<file path="src/gtn_pkg.sv">
// Package for the triangle grid neighbour block.
// Holds widths, register indexes and the structs shared between the modules.
// No dependencies.
`timescale 1ns / 1ps
`default_nettype none
package gtn_pkg;

  localparam int MAX_DIVISIONS = 255;
  localparam int DIV_W    = $clog2(MAX_DIVISIONS + 1);
  localparam int DVS_W    = DIV_W + 1;
  localparam int FW       = 17;
  localparam int CFG_W    = 8;
  localparam int CFG_IDX_W = 2;
  localparam int SW       = DIV_W + 3;
  localparam int PW       = SW + DVS_W + 1;
  localparam int SUMW     = PW + 1;
  localparam int DIV_PER_STG = 2;
  localparam int DIV_STG  = (DIV_W + DIV_PER_STG - 1) / DIV_PER_STG;
  localparam int RST_DIV  = 3;
  localparam int MIN_DIV  = 3;

  localparam logic [CFG_IDX_W-1:0] CFG_U_DIV = CFG_IDX_W'(0);
  localparam logic [CFG_IDX_W-1:0] CFG_V_DIV = CFG_IDX_W'(1);

  typedef logic signed [SW-1:0] crd_t;

  typedef enum logic [1:0] {
    K_NONE,
    K_ROW,
    K_COL,
    K_DIAG
  } kind_e;

  typedef struct packed {
    logic [DIV_W-1:0] nu;
    logic [DIV_W-1:0] nv;
    logic [DVS_W-1:0] vp1;
    logic [DVS_W-1:0] v2;
    logic [FW-1:0]    npts;
    logic [FW-1:0]    ntri;
  } cfg_t;

  typedef struct packed {
    logic [DIV_W-1:0] lig_p;
    logic [DVS_W-1:0] col_p;
    logic [DIV_W-1:0] lig_e;
    logic [DVS_W-1:0] col_e;
    logic [DIV_W-1:0] row_t;
    logic [DVS_W-1:0] col_t;
    logic             tri_nz;
    logic             edg_nz;
  } div_res_t;

  typedef struct packed {
    crd_t lin_t;
    crd_t col_t;
    crd_t lin_o;
    crd_t col_o;
    logic off;
  } adj_t;

endpackage
`default_nettype wire

</file>
<file path="src/gtn_if.sv">
// Handshake interfaces for the triangle grid neighbour block.
// Query, result and configuration channels; depends on gtn_pkg.
`timescale 1ns / 1ps
`default_nettype none
interface gtn_query_if import gtn_pkg::*; ();
  logic          valid;
  logic          ready;
  logic [FW-1:0] triangle_index;
  logic [FW-1:0] pivot_point;
  logic [FW-1:0] edge_point;
  modport source (output valid, triangle_index, pivot_point, edge_point, input ready);
  modport sink (input valid, triangle_index, pivot_point, edge_point, output ready);
endinterface

interface gtn_result_if import gtn_pkg::*; ();
  logic          valid;
  logic          ready;
  logic [FW-1:0] neighbour_triangle;
  logic [FW-1:0] opposite_point;
  modport source (output valid, neighbour_triangle, opposite_point, input ready);
  modport sink (input valid, neighbour_triangle, opposite_point, output ready);
endinterface

interface gtn_cfg_if import gtn_pkg::*; ();
  logic                 valid;
  logic                 ready;
  logic [CFG_IDX_W-1:0] index;
  logic [CFG_W-1:0]     data;
  modport source (output valid, index, data, input ready);
  modport sink (input valid, index, data, output ready);
endinterface
`default_nettype wire

</file>
<file path="src/gtn_cfg.sv">
// Configuration registers of the grid: clamped division counts and derived sizes.
// Depends on gtn_pkg and gtn_cfg_if.
`timescale 1ns / 1ps
`default_nettype none
module gtn_cfg import gtn_pkg::*; (
  input  wire logic clk_i,
  input  wire logic rst_ni,
  gtn_cfg_if.sink   cfg_i,
  output cfg_t      cfg_o
);

  function automatic logic [DIV_W-1:0] clamp_div(input logic [CFG_W-1:0] raw);
    logic [DIV_W-1:0] res;
    if (int'(raw) < MIN_DIV) res = DIV_W'(MIN_DIV);
    else if (int'(raw) > MAX_DIVISIONS) res = DIV_W'(MAX_DIVISIONS);
    else res = DIV_W'(raw);
    return res;
  endfunction

  logic [DIV_W-1:0] nu_q, nu_d, nv_q, nv_d;
  logic [FW-1:0]    npts_q, npts_d, ntri_q, ntri_d;

  assign cfg_i.ready = 1'b1;

  always_comb begin
    nu_d = nu_q;
    nv_d = nv_q;
    if (cfg_i.valid && cfg_i.index == CFG_U_DIV) nu_d = clamp_div(cfg_i.data);
    if (cfg_i.valid && cfg_i.index == CFG_V_DIV) nv_d = clamp_div(cfg_i.data);
    npts_d = FW'((FW'(nu_d) + FW'(1)) * (FW'(nv_d) + FW'(1)));
    ntri_d = FW'(FW'(nu_d) * (FW'(nv_d) << 1));
  end

  always_ff @(posedge clk_i or negedge rst_ni) begin
    if (!rst_ni) begin
      nu_q   <= DIV_W'(RST_DIV);
      nv_q   <= DIV_W'(RST_DIV);
      npts_q <= FW'((RST_DIV + 1) * (RST_DIV + 1));
      ntri_q <= FW'(2 * RST_DIV * RST_DIV);
    end else begin
      nu_q   <= nu_d;
      nv_q   <= nv_d;
      npts_q <= npts_d;
      ntri_q <= ntri_d;
    end
  end

  always_comb begin
    cfg_o.nu   = nu_q;
    cfg_o.nv   = nv_q;
    cfg_o.vp1  = DVS_W'(nv_q) + DVS_W'(1);
    cfg_o.v2   = {nv_q, 1'b0};
    cfg_o.npts = npts_q;
    cfg_o.ntri = ntri_q;
  end

endmodule
`default_nettype wire

</file>
<file path="src/gtn_div.sv">
// Pipelined restoring divider, two quotient bits per stage.
// Divides a point or triangle offset by a row length; depends on gtn_pkg.
`timescale 1ns / 1ps
`default_nettype none
module gtn_div import gtn_pkg::*; (
  input  wire logic             clk_i,
  input  wire logic             en_i,
  input  wire logic [FW-1:0]    dividend_i,
  input  wire logic [DVS_W-1:0] divisor_i,
  output logic      [DIV_W-1:0] quotient_o,
  output logic      [DVS_W-1:0] remainder_o
);

  localparam int XW = FW + DIV_W;

  logic [FW-1:0]    rem_q [DIV_STG];
  logic [DIV_W-1:0] quo_q [DIV_STG];

  for (genvar s = 0; s < DIV_STG; s++) begin : g_stg
    logic [FW-1:0]    rem_in, rem_d;
    logic [DIV_W-1:0] quo_in, quo_d;

    if (s == 0) begin : g_first
      assign rem_in = dividend_i;
      assign quo_in = '0;
    end else begin : g_next
      assign rem_in = rem_q[s-1];
      assign quo_in = quo_q[s-1];
    end

    always_comb begin
      logic [XW-1:0] r;
      logic [XW-1:0] t;
      int k;
      r = XW'(rem_in);
      quo_d = quo_in;
      for (int j = 0; j < DIV_PER_STG; j++) begin
        k = DIV_W - 1 - s * DIV_PER_STG - j;
        if (k >= 0) begin
          t = XW'(divisor_i) << k;
          if (r >= t) begin
            r = r - t;
            quo_d[k] = 1'b1;
          end
        end
      end
      rem_d = r[FW-1:0];
    end

    always_ff @(posedge clk_i) begin
      if (en_i) begin
        rem_q[s] <= rem_d;
        quo_q[s] <= quo_d;
      end
    end
  end

  assign quotient_o  = quo_q[DIV_STG-1];
  assign remainder_o = rem_q[DIV_STG-1][DVS_W-1:0];

endmodule
`default_nettype wire

</file>
<file path="src/gtn_adj.sv">
// Adjacency decision and grid boundary correction, two register stages.
// Works on row and column coordinates; depends on gtn_pkg.
`timescale 1ns / 1ps
`default_nettype none
module gtn_adj import gtn_pkg::*; (
  input  wire logic     clk_i,
  input  wire logic     en_i,
  input  wire cfg_t     cfg_i,
  input  wire div_res_t div_i,
  output adj_t          adj_o
);

  function automatic crd_t smax(input crd_t a, input crd_t b);
    return (a > b) ? a : b;
  endfunction

  function automatic crd_t smin(input crd_t a, input crd_t b);
    return (a < b) ? a : b;
  endfunction

  crd_t lt_d, ct_d, lo_d, co_d, lp_d, cp_d, le_d, ce_d;
  crd_t lt_q, ct_q, lo_q, co_q, lp_q, cp_q, le_q, ce_q;
  adj_t adj_d, adj_q;

  always_comb begin
    kind_e k;
    crd_t  tmp;
    lp_d = $signed({{(SW-DIV_W){1'b0}}, div_i.lig_p});
    cp_d = $signed({{(SW-DVS_W){1'b0}}, div_i.col_p});
    le_d = $signed({{(SW-DIV_W){1'b0}}, div_i.lig_e});
    ce_d = $signed({{(SW-DVS_W){1'b0}}, div_i.col_e});
    lt_d = $signed({{(SW-DIV_W){1'b0}}, div_i.row_t}) + crd_t'(1);
    ct_d = $signed({{(SW-DVS_W){1'b0}}, div_i.col_t}) + crd_t'(1);
    lo_d = '0;
    co_d = '0;
    if (!div_i.edg_nz) k = K_NONE;
    else if (lp_d == le_d) k = K_ROW;
    else if (cp_d == ce_d) k = K_COL;
    else k = K_DIAG;

    if (div_i.tri_nz) begin
      if (k == K_NONE) begin
        if (lp_d == lt_d) begin
          le_d = lp_d - crd_t'(1);
          ce_d = cp_d - crd_t'(1);
          k = K_DIAG;
        end else if (ct_d == lp_d + lp_d) begin
          le_d = lp_d;
          ce_d = cp_d - crd_t'(1);
          k = K_ROW;
        end else begin
          le_d = lp_d + crd_t'(1);
          ce_d = cp_d + crd_t'(1);
          k = K_DIAG;
        end
      end
      case (k)
        K_ROW: begin
          if (lt_d == lp_d) begin
            lt_d = lt_d + crd_t'(1);
            lo_d = lp_d + crd_t'(1);
            co_d = smax(cp_d, ce_d);
          end else begin
            lt_d = lt_d - crd_t'(1);
            lo_d = lp_d - crd_t'(1);
            co_d = smin(cp_d, ce_d);
          end
        end
        K_COL: begin
          if (ct_d == cp_d + cp_d) begin
            ct_d = ct_d + crd_t'(1);
            lo_d = smax(lp_d, le_d);
            co_d = cp_d + crd_t'(1);
          end else begin
            ct_d = ct_d - crd_t'(1);
            lo_d = smin(lp_d, le_d);
            co_d = cp_d - crd_t'(1);
          end
        end
        default: begin
          if (!ct_d[0]) begin
            ct_d = ct_d - crd_t'(1);
            lo_d = smax(lp_d, le_d);
            co_d = smin(cp_d, ce_d);
          end else begin
            ct_d = ct_d + crd_t'(1);
            lo_d = smin(lp_d, le_d);
            co_d = smax(cp_d, ce_d);
          end
        end
      endcase
    end else begin
      case (k)
        K_NONE: begin
          lt_d = smax(crd_t'(1), lp_d);
          ct_d = smax(crd_t'(1), cp_d + cp_d);
          lo_d = (lp_d == '0) ? crd_t'(1) : lp_d - crd_t'(1);
          co_d = cp_d;
        end
        K_ROW: begin
          tmp  = smax(cp_d, ce_d);
          lt_d = lp_d + crd_t'(1);
          lo_d = lp_d + crd_t'(1);
          co_d = tmp;
          ct_d = tmp + tmp;
        end
        K_COL: begin
          lt_d = smax(lp_d, le_d);
          ct_d = cp_d + cp_d;
          lo_d = smin(lp_d, le_d);
          co_d = cp_d - crd_t'(1);
        end
        default: begin
          lt_d = smax(lp_d, le_d);
          ct_d = cp_d + ce_d;
          lo_d = lt_d;
          co_d = smin(cp_d, ce_d);
        end
      endcase
    end
  end

  always_ff @(posedge clk_i) begin
    if (en_i) begin
      lt_q <= lt_d;
      ct_q <= ct_d;
      lo_q <= lo_d;
      co_q <= co_d;
      lp_q <= lp_d;
      cp_q <= cp_d;
      le_q <= le_d;
      ce_q <= ce_d;
    end
  end

  always_comb begin
    crd_t nu, nv;
    nu = $signed({{(SW-DIV_W){1'b0}}, cfg_i.nu});
    nv = $signed({{(SW-DIV_W){1'b0}}, cfg_i.nv});
    adj_d.lin_t = lt_q;
    adj_d.col_t = ct_q;
    adj_d.lin_o = lo_q;
    adj_d.col_o = co_q;
    adj_d.off   = 1'b0;
    if (lt_q < crd_t'(1)) begin
      adj_d.lin_o = '0;
      adj_d.col_o = cp_q + cp_q - ce_q;
      if (adj_d.col_o < crd_t'(0)) begin
        adj_d.col_o = '0;
        adj_d.lin_o = crd_t'(1);
      end else if (adj_d.col_o > nv) begin
        adj_d.col_o = nv;
        adj_d.lin_o = crd_t'(1);
      end
      adj_d.off = 1'b1;
    end else if (lt_q > nu) begin
      adj_d.lin_o = nu;
      adj_d.col_o = cp_q + cp_q - ce_q;
      if (adj_d.col_o < crd_t'(0)) begin
        adj_d.col_o = '0;
        adj_d.lin_o = nu - crd_t'(1);
      end else if (adj_d.col_o > nv) begin
        adj_d.col_o = nv;
        adj_d.lin_o = nu - crd_t'(1);
      end
      adj_d.off = 1'b1;
    end
    if (ct_q < crd_t'(1)) begin
      adj_d.col_o = '0;
      adj_d.lin_o = lp_q + lp_q - le_q;
      if (adj_d.lin_o < crd_t'(0)) begin
        adj_d.lin_o = '0;
        adj_d.col_o = crd_t'(1);
      end else if (adj_d.lin_o > nu) begin
        adj_d.lin_o = nu;
        adj_d.col_o = crd_t'(1);
      end
      adj_d.off = 1'b1;
    end else if (ct_q > nv) begin
      adj_d.col_o = nv;
      adj_d.lin_o = lp_q + lp_q - le_q;
      if (adj_d.lin_o < crd_t'(0)) begin
        adj_d.lin_o = '0;
        adj_d.col_o = nv - crd_t'(1);
      end else if (adj_d.lin_o > nu) begin
        adj_d.lin_o = nu;
        adj_d.col_o = nv - crd_t'(1);
      end
      adj_d.off = 1'b1;
    end
  end

  always_ff @(posedge clk_i) begin
    if (en_i) adj_q <= adj_d;
  end

  assign adj_o = adj_q;

endmodule
`default_nettype wire

</file>
<file path="src/grid_triangle_neighbour.sv">
// Triangle grid neighbour: top level with input clamp, dividers, adjacency and index build.
// Register stages: one input stage, four divider stages, two adjacency stages,
// one multiply stage and the output register. One request per cycle is accepted while not stalled.
// The whole pipeline stalls together only while the output register holds an untaken result.
// Reset empties the pipeline and sets both division counts to 3.
// Depends on gtn_pkg, gtn_if, gtn_cfg, gtn_div and gtn_adj.
`timescale 1ns / 1ps
`default_nettype none
module grid_triangle_neighbour import gtn_pkg::*; (
  input  wire logic   clk_i,
  input  wire logic   rst_ni,
  gtn_query_if.sink   query_i,
  gtn_result_if.source result_o,
  gtn_cfg_if.sink     cfg_i
);

  localparam int NSTG = DIV_STG + 5;
  localparam int LAST = NSTG - 1;

  cfg_t     cfg;
  logic     en;
  logic     vld_q [NSTG];
  logic [1:0] flg_q [DIV_STG+1];

  logic [FW-1:0] tri_c, piv_c, edg_c;
  logic [FW-1:0] dvd_p_q, dvd_e_q, dvd_t_q;

  div_res_t div_res;
  adj_t     adj;

  logic signed [PW-1:0] prod_nb_q, prod_op_q;
  crd_t                 col_t_q, col_o_q;
  logic                 off_q;
  logic [FW-1:0]        nb_q, op_q;

  gtn_cfg u_cfg (
    .clk_i  (clk_i),
    .rst_ni (rst_ni),
    .cfg_i  (cfg_i),
    .cfg_o  (cfg)
  );

  assign en            = !vld_q[LAST] || result_o.ready;
  assign query_i.ready = en;

  always_ff @(posedge clk_i or negedge rst_ni) begin
    if (!rst_ni) begin
      for (int i = 0; i < NSTG; i++) vld_q[i] <= 1'b0;
    end else if (en) begin
      vld_q[0] <= query_i.valid;
      for (int i = 1; i < NSTG; i++) vld_q[i] <= vld_q[i-1];
    end
  end

  always_comb begin
    tri_c = (query_i.triangle_index > cfg.ntri) ? cfg.ntri : query_i.triangle_index;
    if (query_i.pivot_point == '0) piv_c = FW'(1);
    else if (query_i.pivot_point > cfg.npts) piv_c = cfg.npts;
    else piv_c = query_i.pivot_point;
    edg_c = (query_i.edge_point > cfg.npts) ? cfg.npts : query_i.edge_point;
  end

  always_ff @(posedge clk_i) begin
    if (en) begin
      dvd_p_q  <= piv_c - FW'(1);
      dvd_e_q  <= (edg_c != '0) ? edg_c - FW'(1) : '0;
      dvd_t_q  <= (tri_c != '0) ? tri_c - FW'(1) : '0;
      flg_q[0] <= {tri_c != '0, edg_c != '0};
      for (int i = 1; i <= DIV_STG; i++) flg_q[i] <= flg_q[i-1];
    end
  end

  gtn_div u_div_p (
    .clk_i       (clk_i),
    .en_i        (en),
    .dividend_i  (dvd_p_q),
    .divisor_i   (cfg.vp1),
    .quotient_o  (div_res.lig_p),
    .remainder_o (div_res.col_p)
  );

  gtn_div u_div_e (
    .clk_i       (clk_i),
    .en_i        (en),
    .dividend_i  (dvd_e_q),
    .divisor_i   (cfg.vp1),
    .quotient_o  (div_res.lig_e),
    .remainder_o (div_res.col_e)
  );

  gtn_div u_div_t (
    .clk_i       (clk_i),
    .en_i        (en),
    .dividend_i  (dvd_t_q),
    .divisor_i   (cfg.v2),
    .quotient_o  (div_res.row_t),
    .remainder_o (div_res.col_t)
  );

  assign div_res.tri_nz = flg_q[DIV_STG][1];
  assign div_res.edg_nz = flg_q[DIV_STG][0];

  gtn_adj u_adj (
    .clk_i (clk_i),
    .en_i  (en),
    .cfg_i (cfg),
    .div_i (div_res),
    .adj_o (adj)
  );

  always_ff @(posedge clk_i) begin
    if (en) begin
      prod_nb_q <= (adj.lin_t - crd_t'(1)) * $signed({1'b0, cfg.v2});
      prod_op_q <= adj.lin_o * $signed({1'b0, cfg.vp1});
      col_t_q   <= adj.col_t;
      col_o_q   <= adj.col_o;
      off_q     <= adj.off;
    end
  end

  always_ff @(posedge clk_i) begin
    logic signed [SUMW-1:0] s_nb, s_op, lim_nb, lim_op;
    s_nb   = SUMW'(prod_nb_q) + SUMW'(col_t_q);
    s_op   = SUMW'(prod_op_q) + SUMW'(col_o_q) + SUMW'(1);
    lim_nb = SUMW'($signed({1'b0, cfg.ntri}));
    lim_op = SUMW'($signed({1'b0, cfg.npts}));
    if (en) begin
      if (off_q || s_nb < 0) nb_q <= '0;
      else if (s_nb > lim_nb) nb_q <= cfg.ntri;
      else nb_q <= s_nb[FW-1:0];
      if (s_op < 0) op_q <= '0;
      else if (s_op > lim_op) op_q <= cfg.npts;
      else op_q <= s_op[FW-1:0];
    end
  end

  assign result_o.valid              = vld_q[LAST];
  assign result_o.neighbour_triangle = nb_q;
  assign result_o.opposite_point     = op_q;

  a_nb_range: assert property (@(posedge clk_i) disable iff (!rst_ni)
    result_o.valid |-> result_o.neighbour_triangle <= cfg.ntri)
    else $error("neighbour triangle beyond triangle count");

  a_op_range: assert property (@(posedge clk_i) disable iff (!rst_ni)
    result_o.valid |-> result_o.opposite_point <= cfg.npts)
    else $error("opposite point beyond point count");

  a_stall: assert property (@(posedge clk_i) disable iff (!rst_ni)
    (result_o.valid && !result_o.ready) |-> !query_i.ready)
    else $error("request taken while output is stalled");

  a_cfg_range: assert property (@(posedge clk_i) disable iff (!rst_ni)
    (int'(cfg.nu) >= MIN_DIV) && (int'(cfg.nu) <= MAX_DIVISIONS) &&
    (int'(cfg.nv) >= MIN_DIV) && (int'(cfg.nv) <= MAX_DIVISIONS))
    else $error("division count outside clamp range");

endmodule
`default_nettype wire

</file>
<file path="src/flat_wrapper.sv">
// flat-port wrapper written by rule: the top's interface ports become plain ports
module grid_triangle_neighbour_flat import gtn_pkg::*;
  (clk_i, rst_ni, query_i_valid, query_i_triangle_index, query_i_pivot_point, query_i_edge_point, query_i_ready, result_o_valid, result_o_neighbour_triangle, result_o_opposite_point, result_o_ready, cfg_i_valid, cfg_i_index, cfg_i_data, cfg_i_ready);
  gtn_query_if query_i_i ();
  gtn_result_if result_o_i ();
  gtn_cfg_if cfg_i_i ();
  input  wire logic clk_i;
  input  wire logic rst_ni;
  input wire logic [$bits(query_i_i.valid)-1:0] query_i_valid;
  input wire logic [$bits(query_i_i.triangle_index)-1:0] query_i_triangle_index;
  input wire logic [$bits(query_i_i.pivot_point)-1:0] query_i_pivot_point;
  input wire logic [$bits(query_i_i.edge_point)-1:0] query_i_edge_point;
  output wire logic [$bits(query_i_i.ready)-1:0] query_i_ready;
  output wire logic [$bits(result_o_i.valid)-1:0] result_o_valid;
  output wire logic [$bits(result_o_i.neighbour_triangle)-1:0] result_o_neighbour_triangle;
  output wire logic [$bits(result_o_i.opposite_point)-1:0] result_o_opposite_point;
  input wire logic [$bits(result_o_i.ready)-1:0] result_o_ready;
  input wire logic [$bits(cfg_i_i.valid)-1:0] cfg_i_valid;
  input wire logic [$bits(cfg_i_i.index)-1:0] cfg_i_index;
  input wire logic [$bits(cfg_i_i.data)-1:0] cfg_i_data;
  output wire logic [$bits(cfg_i_i.ready)-1:0] cfg_i_ready;
  assign query_i_i.valid = query_i_valid;
  assign query_i_i.triangle_index = query_i_triangle_index;
  assign query_i_i.pivot_point = query_i_pivot_point;
  assign query_i_i.edge_point = query_i_edge_point;
  assign query_i_ready = query_i_i.ready;
  assign result_o_valid = result_o_i.valid;
  assign result_o_neighbour_triangle = result_o_i.neighbour_triangle;
  assign result_o_opposite_point = result_o_i.opposite_point;
  assign result_o_i.ready = result_o_ready;
  assign cfg_i_i.valid = cfg_i_valid;
  assign cfg_i_i.index = cfg_i_index;
  assign cfg_i_i.data = cfg_i_data;
  assign cfg_i_ready = cfg_i_i.ready;
  grid_triangle_neighbour u_core (.clk_i(clk_i), .rst_ni(rst_ni), .query_i(query_i_i), .result_o(result_o_i), .cfg_i(cfg_i_i));
endmodule
</file>
<file path="config.mk">
export PLATFORM = sky130hd
export DESIGN_NAME = grid_triangle_neighbour_flat
export DESIGN_NICKNAME = d
export VERILOG_FILES = /design/src/gtn_pkg.sv /design/src/gtn_if.sv /design/src/gtn_cfg.sv /design/src/gtn_div.sv /design/src/gtn_adj.sv /design/src/grid_triangle_neighbour.sv /design/src/flat_wrapper.sv
export SDC_FILE = /design/constraint.sdc
export NUM_CORES = 2
export LEC_CHECK = 0
export ABC_AREA = 1
export BUFFER_PORTS_ARGS = -buffer_cell sky130_fd_sc_hd__buf_2
export CORE_ASPECT_RATIO = 0.75
export CORE_MARGIN = 4
export CORE_UTILIZATION = 40
export CTS_CLUSTER_DIAMETER = 150
export DETAILED_ROUTE_END_ITERATION = 7
export PLACE_DENSITY = 0.63
export SYNTH_ARGS = -nofsm -noshare
export SYNTH_HDL_FRONTEND = slang
export SYNTH_SLANG_ARGS = --single-unit
</file>
<file path="constraint.sdc">
create_clock -name clk_i -period 28.9 [get_ports clk_i]
set_input_delay 1.445 -clock clk_i [delete_from_list [all_inputs] [get_ports clk_i]]
set_output_delay 1.445 -clock clk_i [all_outputs]
set_load 0.005 [all_outputs]
</file>
==> flow_summary.ini <==
[status]
status = finished, final reports clean

[grt]
grt-ovfl-total = 0
grt_max_degree = 167
grt_util_all_layers_pct = 22.8
grt_pass1_vias = 49200
grt_pass1_wl_um = 281000
grt_antenna_before_repair = 4

[sta]
setup_tns_ns = 0
fin_crit_sh_pct = 27.1
skew_ns = 0.0339
fmax_mhz = 128
fin_crit_ns = 7.82
final-hold-violation-count = 0
setup_viol = 0
timing.max_slew.rel_slack_pct = 18.2
grt_setup_unrepaired = no
tightestPinTransition_ns = 1.22
slew_violations = 0

[floorplan]
die_h_um = 342
core_um2 = 148000
die_x_um = 454
initial_core_util_pct = 40.3
rows = 122
die_area_um2 = 155000
ios = 103

[finish]
fin_nets = 8726
drive_gt1_share_pct = 5.52
final_cell_mix = nand2_1, inv_1, nor2_1
synthToLayoutAreaGrowth_pct = 8.62
fillCellCount = 14700
final_common_cell = nand2_1

[drt]
drc_errors = 0
vias = 52200
first_pass_iters = 8
avgViaCountPerCell = 5.31
wire_per_inst_um = 18.3
postRouteAntennaNets = 0
wirelength_um = 180000
initialDrtViolationCount = 5032

[cts]
htreeDepth = 3
postCtsResizedCells = 0
clk_path_buf_depth = 3
cts_tree = done
cts_post_setup_buffers_inserted = 0
clkSlewWorstSetupHoldPaths_ns = 0.07
cts_sinks = 583
clk_latency_ns = 0.68
postCtsHoldBufs = 0
clockRootBuffer = clkbuf_16
cts_buffers = 70

[synthesis]
synth-main-ff-cell = edfxtp_1
yosysUniqueCellTypes = 77
ys_warn_count = 0
synth_seq_cells = 583
yosys.area.top_type = edfxtp_1
syn_avg_cell_area_um2 = 7.75
synth_cells = 7697
synthesis.nets = 8644
netlist_top_cells_area = edfxtp_1, ha_1, nand2_1
async_reset_ff_share_pct = 9.95
syn-cell-area_um2 = 59700
seq_area_frac_synth_pct = 28.9
synth-edff-count = 525
synth_top_area_share_pct = 26.4

[worst_setup_path]
required_ns = 29.26
crit_fanout = 24
endpoint_kind = register
critPathLaunchType = register
critical_path_class = reg -> reg
worstPathArrival_ns = 8.18

[place]
dp_hpwl_um = 140000
gp_congestion = 0.985
io_buffers = 101

[run]
cap_viol_max_count = 0

[worst_hold_path]
hold_path.class = reg -> reg
registers in the layout, indices dropped and copies added, names as in the netlist, 16 cells and up:
signal,flops
u_core.u_cfg.ntri_q,16
u_core.u_div_e.rem_q,60
u_core.prod_nb_q,20
u_core.u_cfg.npts_q,17
u_core.prod_op_q,21
u_core.u_div_t.quo_q,20
u_core.u_div_p.quo_q,20
u_core.u_adj.adj_o,45
u_core.u_div_t.rem_q,60
u_core.result_o.neighbour_triangle,17
u_core.u_div_e.quo_q,20
u_core.dvd_p_q,17
u_core.dvd_e_q,17
u_core.u_div_p.rem_q,60
u_core.result_o.opposite_point,17
u_core.dvd_t_q,17
critical path: stages, from the launching register on:
cell and delay (ns):
dfstp_2 0.98, inv_1 0.08, buf_4 0.27, ha_1 0.32, buf_4 0.42, inv_1 0.08
buf_4 0.30, ha_1 0.38, nand2_1 0.08, nor2_1 0.05, nor2_2 0.18, nor2_1 0.06
a21oi_1 0.17, nand4_1 0.76, a21oi_1 0.62, ha_1 0.32, nand3_1 0.10, nand2_1 0.08
a21o_1 0.16, a21oi_1 0.19, o21ai_0 0.17, a21boi_0 0.32, nand3_1 0.17, nor2_1 0.16
nand2_1 0.06, nor2_1 0.74, o21ai_0 0.20
per-layer routing:
layer / vias to the layer above / GRT usage (%) / wire (um)
met5: - / 0 / 32
met3: 252 / 4.20 / 15400
li1: 25600 / - / -
met1: 24500 / 34.6 / 86300
met4: 6 / 4.61 / 3570
met2: 1866 / 33.7 / 74400
area by class of cell:
class	instances	area [um2]	share of cell area, %
Antenna cell	2	5.00	0.00772
Timing Repair Buffer	153	908	1.40
Multi-Input combinational cell	5768	37300	57.5
Inverter	1203	4520	6.98
Clock inverter	39	458	0.707
Sequential cell	583	17200	26.6
Clock buffer	87	1950	3.01
Tap cell	1984	2480	3.83
per-stage QoR:
step | std cells | util (%) | setup WS [ns] | instance area, um2 | hold slack, ns
after global routing | 9817 | 43.8 | 20.33 | 64800 | 0.421
after global placement | 9691 | 42.2 | 21.19 | 62400 | 0.402
after detailed placement | 9691 | 42.2 | 21.11 | 62400 | 0.405
after floorplan | 7697 | - | 11.49 | 59700 | 0.400
after CTS | 9817 | 43.8 | 21.16 | 64800 | 0.414
final | 9819 | 43.8 | 21.08 | 64800 | 0.411
final timing paths:
kind | endpoint | slack [ns] | start | depth (start not counted)
worst max-delay path | u_core.u_div_e.rem_q[1][10] | 21.08 | u_core.u_cfg.nv_q[1] | 26
worst min-delay path | u_core.u_div_p.quo_q[3][4] | 0.41 | u_core.u_div_p.quo_q[2][4] | 0
worst max register to register | u_core.u_div_e.rem_q[1][10] | 21.08 | u_core.u_cfg.nv_q[1] | 26
worst min register to register | u_core.u_div_p.quo_q[3][4] | 0.41 | u_core.u_div_p.quo_q[2][4] | 0
max in group asynchronous | u_core.vld_q[6] | 27.43 | rst_ni | 2
min in group asynchronous | u_core.u_cfg.npts_q[16] | 0.91 | rst_ni | 2
cell usage after synthesis, types with 15 or more instances:
cell type / count
dfrtp_1: 51
clkinv_1: 22
a21oi_1: 440
clkbuf_1: 74
ha_1: 604
nand2_2: 30
xor2_1: 256
o21ai_1: 59
o21a_1: 15
buf_2: 43
o211ai_1: 57
nor2_2: 22
o21bai_1: 29
o31ai_1: 17
nand3b_1: 15
nand2_1: 1727
nand4_1: 125
nor2_1: 769
a21o_1: 28
nand3_1: 397
inv_1: 1166
nor4_1: 36
xnor2_1: 128
or2_2: 28
nor3_1: 98
fa_1: 277
edfxtp_1: 525
o21ai_0: 434
a31oi_1: 26
logic make-up after synthesis:
kind of cell	count (synthesis)	share of synthesized area [%]
fa+ha+maj	881	22.0
mux	2	0.0377
other cells	1	0.00629
simple gates	3304	23.5
buf+inv	1346	8.74
flops	583	28.9
compound gates	1195	11.2
xor+xnor	385	5.66
Power is left out: the tool's default activity adds up to more than one toggle a clock period on the data nets, which glitch-free logic cannot reach.
